[src/srbp_pkg.sv]
package srbp_pkg;

	localparam int R_W         = 10;
	localparam int M_W         = 9;
	localparam int OP_W        = 9;
	localparam int PIX_W       = 10;
	localparam int CFG_IDX_W   = 2;
	localparam int CFG_DAT_W   = 10;
	localparam int F_BITS      = 8;
	localparam int D2_W        = 19;
	localparam int RQ_W        = 18;
	localparam int DEN_W       = 18;
	localparam int NUM_W       = 26;
	localparam int SQ_STAGES   = 6;
	localparam int SQ_PER_STG  = 3;
	localparam int SQ_REM_W    = 21;
	localparam int SQ_RAD_W    = 36;

	localparam logic [CFG_IDX_W-1:0] CFG_BRUSH_RADIUS  = 2'd0;
	localparam logic [CFG_IDX_W-1:0] CFG_CANVAS_HALF   = 2'd1;
	localparam logic [CFG_IDX_W-1:0] CFG_OPACITY_LEVEL = 2'd2;

	localparam logic [OP_W-1:0] OP_FULL   = 9'd256;
	localparam logic [7:0]      ALPHA_MAX = 8'hFF;

	typedef struct packed {
		logic [R_W-1:0]  radius;
		logic [M_W-1:0]  half;
		logic [OP_W-1:0] op;
	} srbp_cfg_t;

	typedef struct packed {
		logic             vres;
		logic             fix;
		logic [7:0]       afix;
		logic [RQ_W-1:0]  full;
		logic [DEN_W-1:0] den;
	} srbp_ctl_t;

endpackage

[src/srbp_if.sv]
interface srbp_pix_if;
	import srbp_pkg::*;
	logic             valid;
	logic             ready;
	logic [PIX_W-1:0] pixel_x;
	logic [PIX_W-1:0] pixel_y;
	modport source (output valid, pixel_x, pixel_y, input ready);
	modport sink   (input valid, pixel_x, pixel_y, output ready);
endinterface

interface srbp_res_if;
	logic       valid;
	logic       ready;
	logic       valid_res;
	logic [7:0] red;
	logic [7:0] alpha;
	modport source (output valid, valid_res, red, alpha, input ready);
	modport sink   (input valid, valid_res, red, alpha, output ready);
endinterface

interface srbp_cfg_if;
	import srbp_pkg::*;
	logic                 valid;
	logic                 ready;
	logic [CFG_IDX_W-1:0] index;
	logic [CFG_DAT_W-1:0] data;
	modport source (output valid, index, data, input ready);
	modport sink   (input valid, index, data, output ready);
endinterface

[src/srbp_cfg_regs.sv]
module srbp_cfg_regs
	import srbp_pkg::*;
(
	input  logic                 clk,
	input  logic                 arst_n,
	input  logic                 wr_valid,
	output logic                 wr_ready,
	input  logic [CFG_IDX_W-1:0] wr_index,
	input  logic [CFG_DAT_W-1:0] wr_data,
	output srbp_cfg_t            cfg
);

	logic [R_W-1:0]  radius_q;
	logic [M_W-1:0]  half_q;
	logic [OP_W-1:0] op_q;

	assign wr_ready = 1'b1;

	always_ff @(posedge clk or negedge arst_n) begin
		if (!arst_n) begin
			radius_q <= '0;
			half_q   <= '0;
			op_q     <= '0;
		end else if (wr_valid) begin
			unique case (wr_index)
				CFG_BRUSH_RADIUS:  radius_q <= wr_data[R_W-1:0];
				CFG_CANVAS_HALF:   half_q   <= wr_data[M_W-1:0];
				CFG_OPACITY_LEVEL: op_q     <= wr_data[OP_W-1:0];
				default: ;
			endcase
		end
	end

	assign cfg.radius = radius_q;
	assign cfg.half   = half_q;
	// opacity above full scale acts as full scale
	assign cfg.op     = (op_q > OP_FULL) ? OP_FULL : op_q;

endmodule

[src/srbp_front.sv]
module srbp_front
	import srbp_pkg::*;
(
	input  logic             clk,
	input  logic             arst_n,
	input  srbp_cfg_t        cfg,
	input  logic             up_valid,
	output logic             up_ready,
	input  logic [PIX_W-1:0] pixel_x,
	input  logic [PIX_W-1:0] pixel_y,
	output logic             dn_valid,
	input  logic             dn_ready,
	output srbp_ctl_t        dn_ctl,
	output logic [D2_W-1:0]  dn_d2
);

	logic v_s1, v_s2, v_s3, v_s4;
	logic en1, en2, en3, en4;

	logic            vres_s1, inside_s1;
	logic [8:0]      adx_s1, ady_s1;
	logic            vres_s2, inside_s2;
	logic [17:0]     sqx_s2, sqy_s2, core_s2;
	logic [19:0]     rr_s2;
	logic [DEN_W-1:0] den_s2;
	logic            vres_s3, inside_s3;
	logic [D2_W-1:0] d2_s3;
	logic [35:0]     core2_s3;
	logic [19:0]     rr_s3;
	logic [DEN_W-1:0] den_s3;
	srbp_ctl_t       ctl_s4;
	logic [D2_W-1:0] d2_s4;

	logic            vres_c, inside_c;
	logic [8:0]      adx_c, ady_c;
	logic            rim_c, core_c;
	srbp_ctl_t       ctl_c;

	assign en4      = !v_s4 || dn_ready;
	assign en3      = !v_s3 || en4;
	assign en2      = !v_s2 || en3;
	assign en1      = !v_s1 || en2;
	assign up_ready = en1;

	always_comb begin
		logic [PIX_W-1:0] two_m;
		logic signed [11:0] dx, dy, rs, ax, ay;
		two_m    = {cfg.half, 1'b0};
		vres_c   = (cfg.radius != '0) && (cfg.half != '0) &&
			(pixel_x < two_m) && (pixel_y < two_m);
		dx       = $signed({2'b00, pixel_x}) - $signed({3'b000, cfg.half});
		dy       = $signed({2'b00, pixel_y}) - $signed({3'b000, cfg.half});
		rs       = $signed({2'b00, cfg.radius});
		inside_c = (dx >= -rs) && (dx < rs) && (dy >= -rs) && (dy < rs);
		ax       = dx[11] ? -dx : dx;
		ay       = dy[11] ? -dy : dy;
		// inside the canvas an offset is at most M, so nine bits hold it
		adx_c    = ax[8:0];
		ady_c    = ay[8:0];
	end

	always_comb begin
		rim_c       = {1'b0, d2_s3} > rr_s3;
		core_c      = {1'b0, d2_s3, 16'b0} <= core2_s3;
		ctl_c.vres  = vres_s3;
		ctl_c.fix   = !vres_s3 || !inside_s3 || rim_c || core_c;
		ctl_c.afix  = (vres_s3 && inside_s3 && !rim_c && core_c) ? ALPHA_MAX : 8'd0;
		ctl_c.full  = {cfg.radius, {F_BITS{1'b0}}};
		ctl_c.den   = den_s3;
	end

	always_ff @(posedge clk or negedge arst_n) begin
		if (!arst_n) begin
			v_s1 <= 1'b0;
			v_s2 <= 1'b0;
			v_s3 <= 1'b0;
			v_s4 <= 1'b0;
		end else begin
			if (en1) v_s1 <= up_valid;
			if (en2) v_s2 <= v_s1;
			if (en3) v_s3 <= v_s2;
			if (en4) v_s4 <= v_s3;
		end
	end

	always_ff @(posedge clk) begin
		if (en1) begin
			vres_s1   <= vres_c;
			inside_s1 <= inside_c;
			adx_s1    <= adx_c;
			ady_s1    <= ady_c;
		end
		if (en2) begin
			vres_s2   <= vres_s1;
			inside_s2 <= inside_s1;
			sqx_s2    <= {9'b0, adx_s1} * {9'b0, adx_s1};
			sqy_s2    <= {9'b0, ady_s1} * {9'b0, ady_s1};
			rr_s2     <= {10'b0, cfg.radius} * {10'b0, cfg.radius};
			core_s2   <= {8'b0, cfg.radius} * {9'b0, cfg.op};
			den_s2    <= {8'b0, cfg.radius} * {9'b0, OP_FULL - cfg.op};
		end
		if (en3) begin
			vres_s3   <= vres_s2;
			inside_s3 <= inside_s2;
			d2_s3     <= {1'b0, sqx_s2} + {1'b0, sqy_s2};
			core2_s3  <= {18'b0, core_s2} * {18'b0, core_s2};
			rr_s3     <= rr_s2;
			den_s3    <= den_s2;
		end
		if (en4) begin
			ctl_s4 <= ctl_c;
			d2_s4  <= d2_s3;
		end
	end

	assign dn_valid = v_s4;
	assign dn_ctl   = ctl_s4;
	assign dn_d2    = d2_s4;

endmodule

[src/srbp_sqrt.sv]
module srbp_sqrt
	import srbp_pkg::*;
(
	input  logic            clk,
	input  logic            arst_n,
	input  logic            up_valid,
	output logic            up_ready,
	input  srbp_ctl_t       up_ctl,
	input  logic [D2_W-1:0] up_d2,
	output logic            dn_valid,
	input  logic            dn_ready,
	output srbp_ctl_t       dn_ctl,
	output logic [RQ_W-1:0] dn_rq
);

	typedef struct packed {
		logic [SQ_REM_W-1:0] rem;
		logic [RQ_W-1:0]     root;
		logic [SQ_RAD_W-1:0] rad;
	} sq_t;

	// three root bits per stage, digit by digit
	function automatic sq_t sq_step(sq_t s);
		sq_t r;
		logic [SQ_REM_W-1:0] rem2, trial;
		r = s;
		for (int k = 0; k < SQ_PER_STG; k++) begin
			rem2  = {r.rem[SQ_REM_W-3:0], r.rad[SQ_RAD_W-1 -: 2]};
			trial = {1'b0, r.root, 2'b01};
			if (rem2 >= trial) begin
				r.rem  = rem2 - trial;
				r.root = {r.root[RQ_W-2:0], 1'b1};
			end else begin
				r.rem  = rem2;
				r.root = {r.root[RQ_W-2:0], 1'b0};
			end
			r.rad = {r.rad[SQ_RAD_W-3:0], 2'b00};
		end
		return r;
	endfunction

	logic [SQ_STAGES-1:0] v_s;
	logic [SQ_STAGES-1:0] en;
	sq_t                  sq_s  [SQ_STAGES];
	srbp_ctl_t            ctl_s [SQ_STAGES];
	sq_t                  init;

	assign init.rem  = '0;
	assign init.root = '0;
	assign init.rad  = {1'b0, up_d2, {(2*F_BITS){1'b0}}};

	always_comb begin
		en[SQ_STAGES-1] = !v_s[SQ_STAGES-1] || dn_ready;
		for (int i = SQ_STAGES-2; i >= 0; i--)
			en[i] = !v_s[i] || en[i+1];
	end
	assign up_ready = en[0];

	always_ff @(posedge clk or negedge arst_n) begin
		if (!arst_n) begin
			v_s <= '0;
		end else begin
			if (en[0]) v_s[0] <= up_valid;
			for (int i = 1; i < SQ_STAGES; i++)
				if (en[i]) v_s[i] <= v_s[i-1];
		end
	end

	always_ff @(posedge clk) begin
		if (en[0]) begin
			sq_s[0]  <= sq_step(init);
			ctl_s[0] <= up_ctl;
		end
		for (int i = 1; i < SQ_STAGES; i++) begin
			if (en[i]) begin
				sq_s[i]  <= sq_step(sq_s[i-1]);
				ctl_s[i] <= ctl_s[i-1];
			end
		end
	end

	assign dn_valid = v_s[SQ_STAGES-1];
	assign dn_ctl   = ctl_s[SQ_STAGES-1];
	assign dn_rq    = sq_s[SQ_STAGES-1].root;

endmodule

[src/srbp_div.sv]
module srbp_div
	import srbp_pkg::*;
(
	input  logic            clk,
	input  logic            arst_n,
	input  logic            up_valid,
	output logic            up_ready,
	input  srbp_ctl_t       up_ctl,
	input  logic [RQ_W-1:0] up_rq,
	output logic            dn_valid,
	input  logic            dn_ready,
	output logic            dn_vres,
	output logic [7:0]      dn_alpha
);

	logic v_s1, v_s2, v_s3;
	logic en1, en2, en3;

	srbp_ctl_t        ctl_s1, ctl_s2;
	logic [NUM_W-1:0] num_s1, rem_s2;
	logic             sat_s2;
	logic [3:0]       qh_s2;
	logic             vres_s3;
	logic [7:0]       alpha_s3;

	logic [NUM_W-1:0] num_c, rem_hc;
	logic [3:0]       qh_c, ql_c;
	logic             sat_c;
	logic [7:0]       alpha_c;

	assign en3      = !v_s3 || dn_ready;
	assign en2      = !v_s2 || en3;
	assign en1      = !v_s1 || en2;
	assign up_ready = en1;

	// 255 * 256 / 256 cancels, so the quotient is diff*255 / den
	always_comb begin
		logic [RQ_W-1:0] diff;
		diff  = (up_ctl.full > up_rq) ? up_ctl.full - up_rq : '0;
		num_c = {diff, 8'b0} - {8'b0, diff};
	end

	always_comb begin
		logic [NUM_W-1:0] t;
		sat_c  = num_s1 >= {ctl_s1.den, 8'b0};
		rem_hc = num_s1;
		qh_c   = '0;
		for (int k = 3; k >= 0; k--) begin
			t = NUM_W'(ctl_s1.den) << (k + 4);
			if (rem_hc >= t) begin
				rem_hc  = rem_hc - t;
				qh_c[k] = 1'b1;
			end
		end
	end

	always_comb begin
		logic [NUM_W-1:0] t, rem;
		rem  = rem_s2;
		ql_c = '0;
		for (int k = 3; k >= 0; k--) begin
			t = NUM_W'(ctl_s2.den) << k;
			if (rem >= t) begin
				rem     = rem - t;
				ql_c[k] = 1'b1;
			end
		end
		if (ctl_s2.fix)
			alpha_c = ctl_s2.afix;
		else if (sat_s2)
			alpha_c = ALPHA_MAX;
		else
			alpha_c = {qh_s2, ql_c};
	end

	always_ff @(posedge clk or negedge arst_n) begin
		if (!arst_n) begin
			v_s1 <= 1'b0;
			v_s2 <= 1'b0;
			v_s3 <= 1'b0;
		end else begin
			if (en1) v_s1 <= up_valid;
			if (en2) v_s2 <= v_s1;
			if (en3) v_s3 <= v_s2;
		end
	end

	always_ff @(posedge clk) begin
		if (en1) begin
			ctl_s1 <= up_ctl;
			num_s1 <= num_c;
		end
		if (en2) begin
			ctl_s2 <= ctl_s1;
			rem_s2 <= rem_hc;
			sat_s2 <= sat_c;
			qh_s2  <= qh_c;
		end
		if (en3) begin
			vres_s3  <= ctl_s2.vres;
			alpha_s3 <= alpha_c;
		end
	end

	assign dn_valid = v_s3;
	assign dn_vres  = vres_s3;
	assign dn_alpha = alpha_s3;

endmodule

[src/soft_round_brush_pixel.sv]
// Soft round brush preview: one canvas pixel (pixel_x, pixel_y) per request in,
// one premultiplied red pixel (valid_res, red = alpha) out, in order. The
// pipeline takes a new pixel every clock when the output is not stalled: four
// stages of offset, square and radius tests, six stages of square root at
// three root bits each, and three stages of falloff division: the numerator,
// then the high and the low four quotient bits. Backpressure stops only the
// stages that hold data, so bubbles are squeezed out. Configuration registers are
// written through their own port and take effect for pixels sent after the
// write; write them only while no pixel is in flight.
module soft_round_brush_pixel
	import srbp_pkg::*;
(
	input  logic           clk,
	input  logic           arst_n,
	srbp_cfg_if.sink       cfg,
	srbp_pix_if.sink       pix,
	srbp_res_if.source     res
);

	srbp_cfg_t       cfg_w;
	logic            front_v, front_rdy;
	srbp_ctl_t       front_ctl;
	logic [D2_W-1:0] front_d2;
	logic            sq_v, sq_rdy;
	srbp_ctl_t       sq_ctl;
	logic [RQ_W-1:0] sq_rq;
	logic [7:0]      alpha_w;

	srbp_cfg_regs u_cfg (
		.clk      (clk),
		.arst_n   (arst_n),
		.wr_valid (cfg.valid),
		.wr_ready (cfg.ready),
		.wr_index (cfg.index),
		.wr_data  (cfg.data),
		.cfg      (cfg_w)
	);

	srbp_front u_front (
		.clk      (clk),
		.arst_n   (arst_n),
		.cfg      (cfg_w),
		.up_valid (pix.valid),
		.up_ready (pix.ready),
		.pixel_x  (pix.pixel_x),
		.pixel_y  (pix.pixel_y),
		.dn_valid (front_v),
		.dn_ready (front_rdy),
		.dn_ctl   (front_ctl),
		.dn_d2    (front_d2)
	);

	srbp_sqrt u_sqrt (
		.clk      (clk),
		.arst_n   (arst_n),
		.up_valid (front_v),
		.up_ready (front_rdy),
		.up_ctl   (front_ctl),
		.up_d2    (front_d2),
		.dn_valid (sq_v),
		.dn_ready (sq_rdy),
		.dn_ctl   (sq_ctl),
		.dn_rq    (sq_rq)
	);

	srbp_div u_div (
		.clk      (clk),
		.arst_n   (arst_n),
		.up_valid (sq_v),
		.up_ready (sq_rdy),
		.up_ctl   (sq_ctl),
		.up_rq    (sq_rq),
		.dn_valid (res.valid),
		.dn_ready (res.ready),
		.dn_vres  (res.valid_res),
		.dn_alpha (alpha_w)
	);

	assign res.alpha = alpha_w;
	assign res.red   = alpha_w;

	a_invalid_clear: assert property (@(posedge clk) disable iff (!arst_n)
		res.valid && !res.valid_res |-> alpha_w == 8'd0)
		else $error("alpha set on a pixel outside the canvas");

	a_disabled: assert property (@(posedge clk) disable iff (!arst_n)
		res.valid && (cfg_w.radius == '0 || cfg_w.half == '0) |-> !res.valid_res)
		else $error("result marked valid while the brush is disabled");

	a_front_hold: assert property (@(posedge clk) disable iff (!arst_n)
		front_v && !front_rdy |=> front_v && $stable(front_d2))
		else $error("front stage lost a stalled request");

	a_sqrt_hold: assert property (@(posedge clk) disable iff (!arst_n)
		sq_v && !sq_rdy |=> sq_v && $stable(sq_rq))
		else $error("root stage lost a stalled request");

endmodule
[src/flat_wrapper.sv]
// flat-port wrapper written by rule: the top's interface ports become plain ports
module soft_round_brush_pixel_flat import srbp_pkg::*;
  (clk, arst_n, cfg_valid, cfg_index, cfg_data, cfg_ready, pix_valid, pix_pixel_x, pix_pixel_y, pix_ready, res_valid, res_valid_res, res_red, res_alpha, res_ready);
  srbp_cfg_if cfg_i ();
  srbp_pix_if pix_i ();
  srbp_res_if res_i ();
  input  logic clk;
  input  logic arst_n;
  input wire logic [$bits(cfg_i.valid)-1:0] cfg_valid;
  input wire logic [$bits(cfg_i.index)-1:0] cfg_index;
  input wire logic [$bits(cfg_i.data)-1:0] cfg_data;
  output wire logic [$bits(cfg_i.ready)-1:0] cfg_ready;
  input wire logic [$bits(pix_i.valid)-1:0] pix_valid;
  input wire logic [$bits(pix_i.pixel_x)-1:0] pix_pixel_x;
  input wire logic [$bits(pix_i.pixel_y)-1:0] pix_pixel_y;
  output wire logic [$bits(pix_i.ready)-1:0] pix_ready;
  output wire logic [$bits(res_i.valid)-1:0] res_valid;
  output wire logic [$bits(res_i.valid_res)-1:0] res_valid_res;
  output wire logic [$bits(res_i.red)-1:0] res_red;
  output wire logic [$bits(res_i.alpha)-1:0] res_alpha;
  input wire logic [$bits(res_i.ready)-1:0] res_ready;
  assign cfg_i.valid = cfg_valid;
  assign cfg_i.index = cfg_index;
  assign cfg_i.data = cfg_data;
  assign cfg_ready = cfg_i.ready;
  assign pix_i.valid = pix_valid;
  assign pix_i.pixel_x = pix_pixel_x;
  assign pix_i.pixel_y = pix_pixel_y;
  assign pix_ready = pix_i.ready;
  assign res_valid = res_i.valid;
  assign res_valid_res = res_i.valid_res;
  assign res_red = res_i.red;
  assign res_alpha = res_i.alpha;
  assign res_i.ready = res_ready;
  soft_round_brush_pixel u_core (.clk(clk), .arst_n(arst_n), .cfg(cfg_i), .pix(pix_i), .res(res_i));
endmodule
[config.mk]
export PLATFORM = sky130hd
export DESIGN_NAME = soft_round_brush_pixel_flat
export DESIGN_NICKNAME = d
export VERILOG_FILES = /design/src/srbp_pkg.sv /design/src/srbp_if.sv /design/src/srbp_cfg_regs.sv /design/src/srbp_front.sv /design/src/srbp_sqrt.sv /design/src/srbp_div.sv /design/src/soft_round_brush_pixel.sv /design/src/flat_wrapper.sv
export SDC_FILE = /design/constraint.sdc
export NUM_CORES = 2
export LEC_CHECK = 0
export BUFFER_PORTS_ARGS = -buffer_cell sky130_fd_sc_hd__buf_2
export CAP_MARGIN = 0
export CELL_PAD_IN_SITES_DETAIL_PLACEMENT = 1
export CELL_PAD_IN_SITES_GLOBAL_PLACEMENT = 1
export CORE_UTILIZATION = 50
export DETAILED_ROUTE_END_ITERATION = 6
export PLACE_DENSITY = 0.79
export SLEW_MARGIN = 20
export SYNTH_ARGS = -nofsm -noshare
export SYNTH_HDL_FRONTEND = slang
export SYNTH_SLANG_ARGS = --single-unit
[constraint.sdc]
create_clock -name clk -period 26.7 [get_ports clk]
set_clock_uncertainty 0.2 [all_clocks]
set_input_delay 2.67 -clock clk [delete_from_list [all_inputs] [get_ports clk]]
set_output_delay 2.67 -clock clk [all_outputs]
set_load 0.05 [all_outputs]
* Word-level counts from Yosys, hierarchy flattened *
Memory sizes are Yosys's and may differ from the RTL's.
Cells that the tools add are included.

cells by class
  $add $sub $neg = 34
  $mul = 6
  order comparisons = 37
  eq/ne operators = 2
  muxes and demuxes = 70
  reductions and logical operators = 47

operators with widths
  kind                                                            number
  37-bit two-way mux                                              24
  39-bit two-way mux                                              12
  21-bit by 20-bit greater-or-equal comparator with 1-bit output  17
  19-bit subtractor                                               11
  26-bit two-way mux                                              7
  21-bit by 20-bit subtractor with 21-bit output                  6
  35-bit by 36-bit less-or-equal comparator with 1-bit output     1
  10-bit by 9-bit multiplier with 18-bit output                   2
  18-bit by 18-bit multiplier with 36-bit output                  1
  9-bit by 9-bit multiplier with 18-bit output                    2
  9-bit two-way mux                                               3
  26-bit by 18-bit greater-or-equal comparator with 1-bit output  1
  26-bit by 19-bit greater-or-equal comparator with 1-bit output  1
  26-bit by 20-bit greater-or-equal comparator with 1-bit output  1
  26-bit by 21-bit greater-or-equal comparator with 1-bit output  1
  26-bit by 22-bit greater-or-equal comparator with 1-bit output  1
  26-bit by 23-bit greater-or-equal comparator with 1-bit output  1
  26-bit by 24-bit greater-or-equal comparator with 1-bit output  1
  26-bit by 25-bit greater-or-equal comparator with 1-bit output  1
  26-bit greater-or-equal comparator                              1
  26-bit by 18-bit subtractor with 26-bit output                  1
  26-bit by 19-bit subtractor with 26-bit output                  1
  26-bit by 20-bit subtractor with 26-bit output                  1
  26-bit by 21-bit subtractor with 26-bit output                  1
  other kinds (31)                                                97

word-level totals
  register bits = 429
  memory bits (writable) = 690
  input bits = 37
  output and inout bits = 20
  word-level logic and storage cells = 251
  memories = 2

memory list
  memory               depth  bits a word  read ports  clocked after Yosys merged registers in  wr ports  line             source
  u_core.u_sqrt.sq_s   6      69           6           0                                        6         srbp_sqrt.sv:44  sq_t sq_s [SQ_STAGES];
  u_core.u_sqrt.ctl_s  6      46           6           0                                        6         srbp_sqrt.sv:45  srbp_ctl_t ctl_s [SQ_STAGES];

* Depth between registers and ports, before layout *
  word-level depth = 17
  gate-level depth with buffers = 57
  gate-level depth less buffers = 51

* Cells and area by module *
Synthesis repeated with hierarchy kept, for this count alone.

unflattened totals
  cells, all modules = 7172
  area total of the unflattened synthesis = 74322.5 µm²

modules (own cells, without submodules)
  module                  instances  cells each  area each (µm²)  seq. area each (µm²)
  srbp_front              1          3174        32603.8          7667.4
  srbp_sqrt               1          2230        25809.8          13813.2
  srbp_div                1          1689        14725.4          3738.6
  srbp_cfg_regs           1          71          1123.6           700.7
  soft_round_brush_pixel  1          8           60.1             0.0

* Worst setup path after synthesis *
OpenSTA, ideal clock, no wires.

  path kind = input port to output port
  from = in res_ready
  to = out pix_ready
  data arrival time = 9.034 ns
  data required time = 23.830 ns
  path slack = 14.796 ns
  cell stages on the path = 8
  buffers on the path = 0
  path through = nand2b_1 -> nor2_1 -> and3_1 -> nand3_1 -> nor2_1 -> nand3_1 -> nor2_1 -> nand4_1

between the ends
  word-level cells in the longest chain between the ends = 13

RTL lines
  what                            line                          source
  start, declared                 flat_wrapper.sv:21            input wire logic [$bits(res_i.ready)-1:0] res_ready;
  1-bit logical OR                srbp_div.sv:31                assign en3 = !v_s3 || dn_ready;
  1-bit logical OR                srbp_div.sv:32                assign en2 = !v_s2 || en3;
  1-bit logical OR                srbp_div.sv:33                assign en1 = !v_s1 || en2;
  1-bit logical OR                srbp_sqrt.sv:53               en[SQ_STAGES-1] = !v_s[SQ_STAGES-1] || dn_ready;
  1-bit logical OR (2 in series)  srbp_sqrt.sv:55               en[i] = !v_s[i] || en[i+1];
  net u_core.u_sqrt.en[3]         srbp_sqrt.sv:43               logic [SQ_STAGES-1:0] en;
  1-bit logical OR (3 in series)  srbp_sqrt.sv:55
  net u_core.front_rdy            soft_round_brush_pixel.sv:21  logic front_v, front_rdy;
  1-bit logical OR                srbp_front.sv:39              assign en4 = !v_s4 || dn_ready;
  1-bit logical OR                srbp_front.sv:40              assign en3 = !v_s3 || en4;
  1-bit logical OR                srbp_front.sv:41              assign en2 = !v_s2 || en3;
  1-bit logical OR                srbp_front.sv:42              assign en1 = !v_s1 || en2;
  end, declared                   flat_wrapper.sv:16            output wire logic [$bits(pix_i.ready)-1:0] pix_ready;

The timed path passes the listed nets, and every way through them passes these cells.

* Worst setup path in the final report *
  from = reg u_core.u_div.ctl_s1[1] (netlist name)
  to = reg u_core.u_div.rem_s2[19], data pin

between the ends
  word-level cells in the longest chain between the ends = 8
  elaborated cells between the ends (all ways) = 12
  those cells by class = add/sub: 4; order compare: 4; mux: 4

RTL lines
  what                                                                                                                                     line                            source
  start, declared                                                                                                                          srbp_div.sv:19                  srbp_ctl_t ctl_s1, ctl_s2;
  start signal, assigned                                                                                                                   srbp_div.sv:90                  ctl_s1 <= up_ctl;
  26-bit by 25-bit subtractor with 26-bit output / 26-bit by 25-bit greater-or-equal comparator with 1-bit output (equally long branches)  srbp_div.sv:51, srbp_div.sv:50
  26-bit two-way mux                                                                                                                       srbp_div.sv:50                  if (rem_hc >= t) begin
  26-bit by 24-bit subtractor with 26-bit output / 26-bit by 24-bit greater-or-equal comparator with 1-bit output (equally long branches)  srbp_div.sv:51, srbp_div.sv:50
  26-bit two-way mux                                                                                                                       srbp_div.sv:50
  26-bit by 23-bit subtractor with 26-bit output / 26-bit by 23-bit greater-or-equal comparator with 1-bit output (equally long branches)  srbp_div.sv:51, srbp_div.sv:50
  26-bit two-way mux                                                                                                                       srbp_div.sv:50
  26-bit by 22-bit subtractor with 26-bit output / 26-bit by 22-bit greater-or-equal comparator with 1-bit output (equally long branches)  srbp_div.sv:51, srbp_div.sv:50
  26-bit two-way mux (*)                                                                                                                   srbp_div.sv:50
  net u_core.u_div.rem_hc[19]                                                                                                              srbp_div.sv:26                  logic [NUM_W-1:0] num_c, rem_hc;
  end signal, assigned                                                                                                                     srbp_div.sv:95                  rem_s2 <= rem_hc;
  end, declared                                                                                                                            srbp_div.sv:20                  logic [NUM_W-1:0] num_s1, rem_s2;

Mark *: on every way through the listed nets, which the timed path passes. The rest lies on a longest branch.
A chain may end at the register's enable or synchronous reset.

==> impl_metrics.json <==
{
  "clk_latency_ns": 0.70,
  "die_x_um": 375,
  "drc_errors": 0,
  "r2r-end": "u_core.u_div.rem_s2[19]$_DFFE_PP_",
  "cts_buffer_depth": 3,
  "setup-tns-final_ns": 0,
  "hold_viol_final": 0,
  "cts_inserted_buffers": 85,
  "startpoint": "u_core.u_div.ctl_s1[1]$_DFFE_PP_",
  "cp.depth": 47,
  "diodes": 0,
  "cp.arrival_ns": 14.34,
  "yosys_warnings": 0,
  "grt_start_max_net_pins": 69,
  "status": "finished, final reports clean",
  "max_freq_mhz": 71.0,
  "crit_fanout": 24,
  "num_rows": 136,
  "avgSynthCellArea_um2": 10.1,
  "async_flop_share_pct": 5.35,
  "overflow": 0,
  "grt_antenna_before_repair": 2,
  "synth_top_area_cell": "edfxtp_1",
  "nets": 8219,
  "core_area_um2": 138000,
  "clk_pin_slew_ns": 0.06,
  "report.final.slew_viol_count": 0,
  "fp.dieH_um": 375,
  "cts_max_level": 3,
  "start_util_pct": 50.5,
  "r2r_start": "u_core.u_div.ctl_s1[1]$_DFFE_PP_",
  "max_cap_violations": 0,
  "end_kind": "flop",
  "grt_pass1_wl_um": 303000,
  "synth_cells": 6884,
  "ant_nets": 0,
  "viasPerCell": 5.81,
  "postCtsSetupBuffers": 0,
  "grt_pass1_vias": 56300,
  "r2r_slack_ns": 12.61,
  "setup_viol": 0,
  "worst_setup_path_start_kind": "flop",
  "track_usage_pct": 27.0,
  "hp-class": "reg2reg",
  "rsz0062_at_grt": "no",
  "fin_crit_ns": 14.09,
  "totalWireLength_um": 189000,
  "criticalPathCategory": "reg2reg",
  "first_pass_iters": 5,
  "ys_seq_area_share_pct": 32.8,
  "cts.repair.resized": 0,
  "ys.flop_type": "edfxtp_1",
  "synth_nets": 8168,
  "crit_family": "compound AO/OA/AOI/OAI gates",
  "synth_edf_count": 725,
  "place_hpwl_um": 150000,
  "yosysUniqueCellTypes": 109,
  "cts_root_buffer": "clkbuf_16",
  "vias": 51100,
  "drive_gt1_share_pct": 6.38,
  "slew_headroom_pct": 26.7,
  "endpoint": "u_core.u_div.rem_s2[19]$_DFFE_PP_",
  "avgRoutedWirePerCell_um": 21.5,
  "tightest_slew_ns": 1.10,
  "crit_slowest_cell": "and3_1",
  "dieArea_um2": 140000,
  "area_delta_synth_final_pct": 7.40,
  "holdBufCountCts": 0,
  "ios": 57,
  "gp_congestion": 0.890,
  "drt_iter0_drc": 2540,
  "synth_area_leaders": "edfxtp_1 (31%), ha_1 (14%), fa_1 (13%)",
  "yosysTopAreaCellShare_pct": 31.3,
  "io_buffers": 55,
  "cts_tree": "built",
  "worstPathRequired_ns": 26.95,
  "ff2ff_path_depth": 47,
  "path_buf_inv": 6,
  "fin_crit_sh_pct": 52.8,
  "cts.sinks": 766,
  "max_stage_delay_ns": 0.63,
  "synthesis.area_um2": 69500,
  "ys_ff_latch": 766
}
## cells in the mapped netlist (all sizes together) (156+ instances only)
library cell and instances:
nor2 394, o21ai 311, xor2 156, xnor2 312
edfxtp 725, fa 461, a21o 171, a21oi 397
ha 786, and2 239, nand2 532, inv 915
## metrics by stage
stage / instances / utilization (%) / hold slack, ns / setup WS [ns] / area [um2]
floorplan: 6884 / - / 0.200 / 14.80 / 69500
global placement: 8642 / 52.2 / 0.201 / 13.19 / 71800
detailed placement: 8642 / 52.2 / 0.205 / 12.84 / 71800
CTS: 8799 / 54.2 / 0.191 / 12.72 / 74600
global route: 8799 / 54.2 / 0.211 / 11.40 / 74600
finish: 8799 / 54.2 / 0.199 / 12.61 / 74600
## registers in the layout (all words and copies together) (netlist names), 21 cells and up
register / cells
u_core.u_sqrt.ctl_s: 186
u_core.u_sqrt.sq_s: 179
u_core.u_front.core2_s3: 35
u_core.u_front.dn_ctl: 31
u_core.u_div.num_s1: 26
u_core.u_div.rem_s2: 26
u_core.u_div.ctl_s1: 21
u_core.u_div.ctl_s2: 21
## final cells by class
cell class	count	area, um2
Clock buffer	102	2200
Clock inverter	55	604
Fill cell	15300	63000
Inverter	922	3470
Multi-Input combinational cell	5063	42700
Sequential cell	766	22800
Tap cell	1794	2240
Timing Repair Buffer	97	591
## how the worst min path moves through the flow
stage,from,to,slack (ns),depth (start not counted)
global placement,u_core.u_sqrt.ctl_s[3][29]$_DFFE_PP_,u_core.u_sqrt.ctl_s[4][29]$_DFFE_PP_,0.20,0
floorplan,u_core.u_sqrt.ctl_s[5][0]$_DFFE_PP_,u_core.u_div.ctl_s1[0]$_DFFE_PP_,0.20,0
finish,u_core.u_front.dn_ctl[9]$_DFFE_PP_,u_core.u_sqrt.ctl_s[0][9]$_DFFE_PP_,0.20,0
global route,u_core.u_sqrt.ctl_s[1][14]$_DFFE_PP_,u_core.u_sqrt.ctl_s[2][14]$_DFFE_PP_,0.21,0
detailed placement,u_core.u_sqrt.ctl_s[5][4]$_DFFE_PP_,u_core.u_div.ctl_s1[4]$_DFFE_PP_,0.21,0
CTS,u_core.u_sqrt.ctl_s[1][14]$_DFFE_PP_,u_core.u_sqrt.ctl_s[2][14]$_DFFE_PP_,0.19,0
## routing by layer
metal | up-vias | global-route usage [%] | part of all wire, %
met4 | 0 | 11.6 | 4.5
met2 | 980 | 50.3 | 52
met3 | 394 | 2.34 | 2.7
met5 | - | 0 | 0
met1 | 25800 | 31.6 | 41
li1 | 24000 | - | -
## kinds of logic after synthesis
family / after synthesis / synth area share [%]
adder cells (fa/ha/maj): 1247 / 27.4
XOR/XNOR: 468 / 5.90
AO/OA/AOI/OAI: 1342 / 12.3
flip-flops: 766 / 32.8
other: 1 / 0.00540
buffers and inverters: 1055 / 5.81
multiplexers: 144 / 2.34
AND/OR/NAND/NOR: 1861 / 13.4
## layout by cell type, fill, tap and decap left out, drive strengths merged, types with 13 or more instances in the layout
master / instances
a211o: 19
a211oi: 36
a21boi: 32
a21o: 171
a21oi: 397
a31o: 16
a31oi: 42
and2: 239
and3: 35
buf: 97
clkbuf: 102
clkinv: 40
dfrtp: 41
edfxtp: 725
fa: 461
ha: 786
inv: 919
mux2: 121
mux2i: 23
nand2: 532
nand2b: 89
nand3: 91
nand3b: 13
nand4: 69
nor2: 394
nor2b: 93
nor3: 115
nor3b: 16
nor4: 40
o211ai: 29
o21a: 56
o21ai: 311
o21bai: 64
o31ai: 28
or2: 35
or3: 40
or4: 23
xnor2: 312
xor2: 156
Power is left out: the tool's default activity adds up to more than one toggle a clock period on the data nets, which glitch-free logic cannot reach.
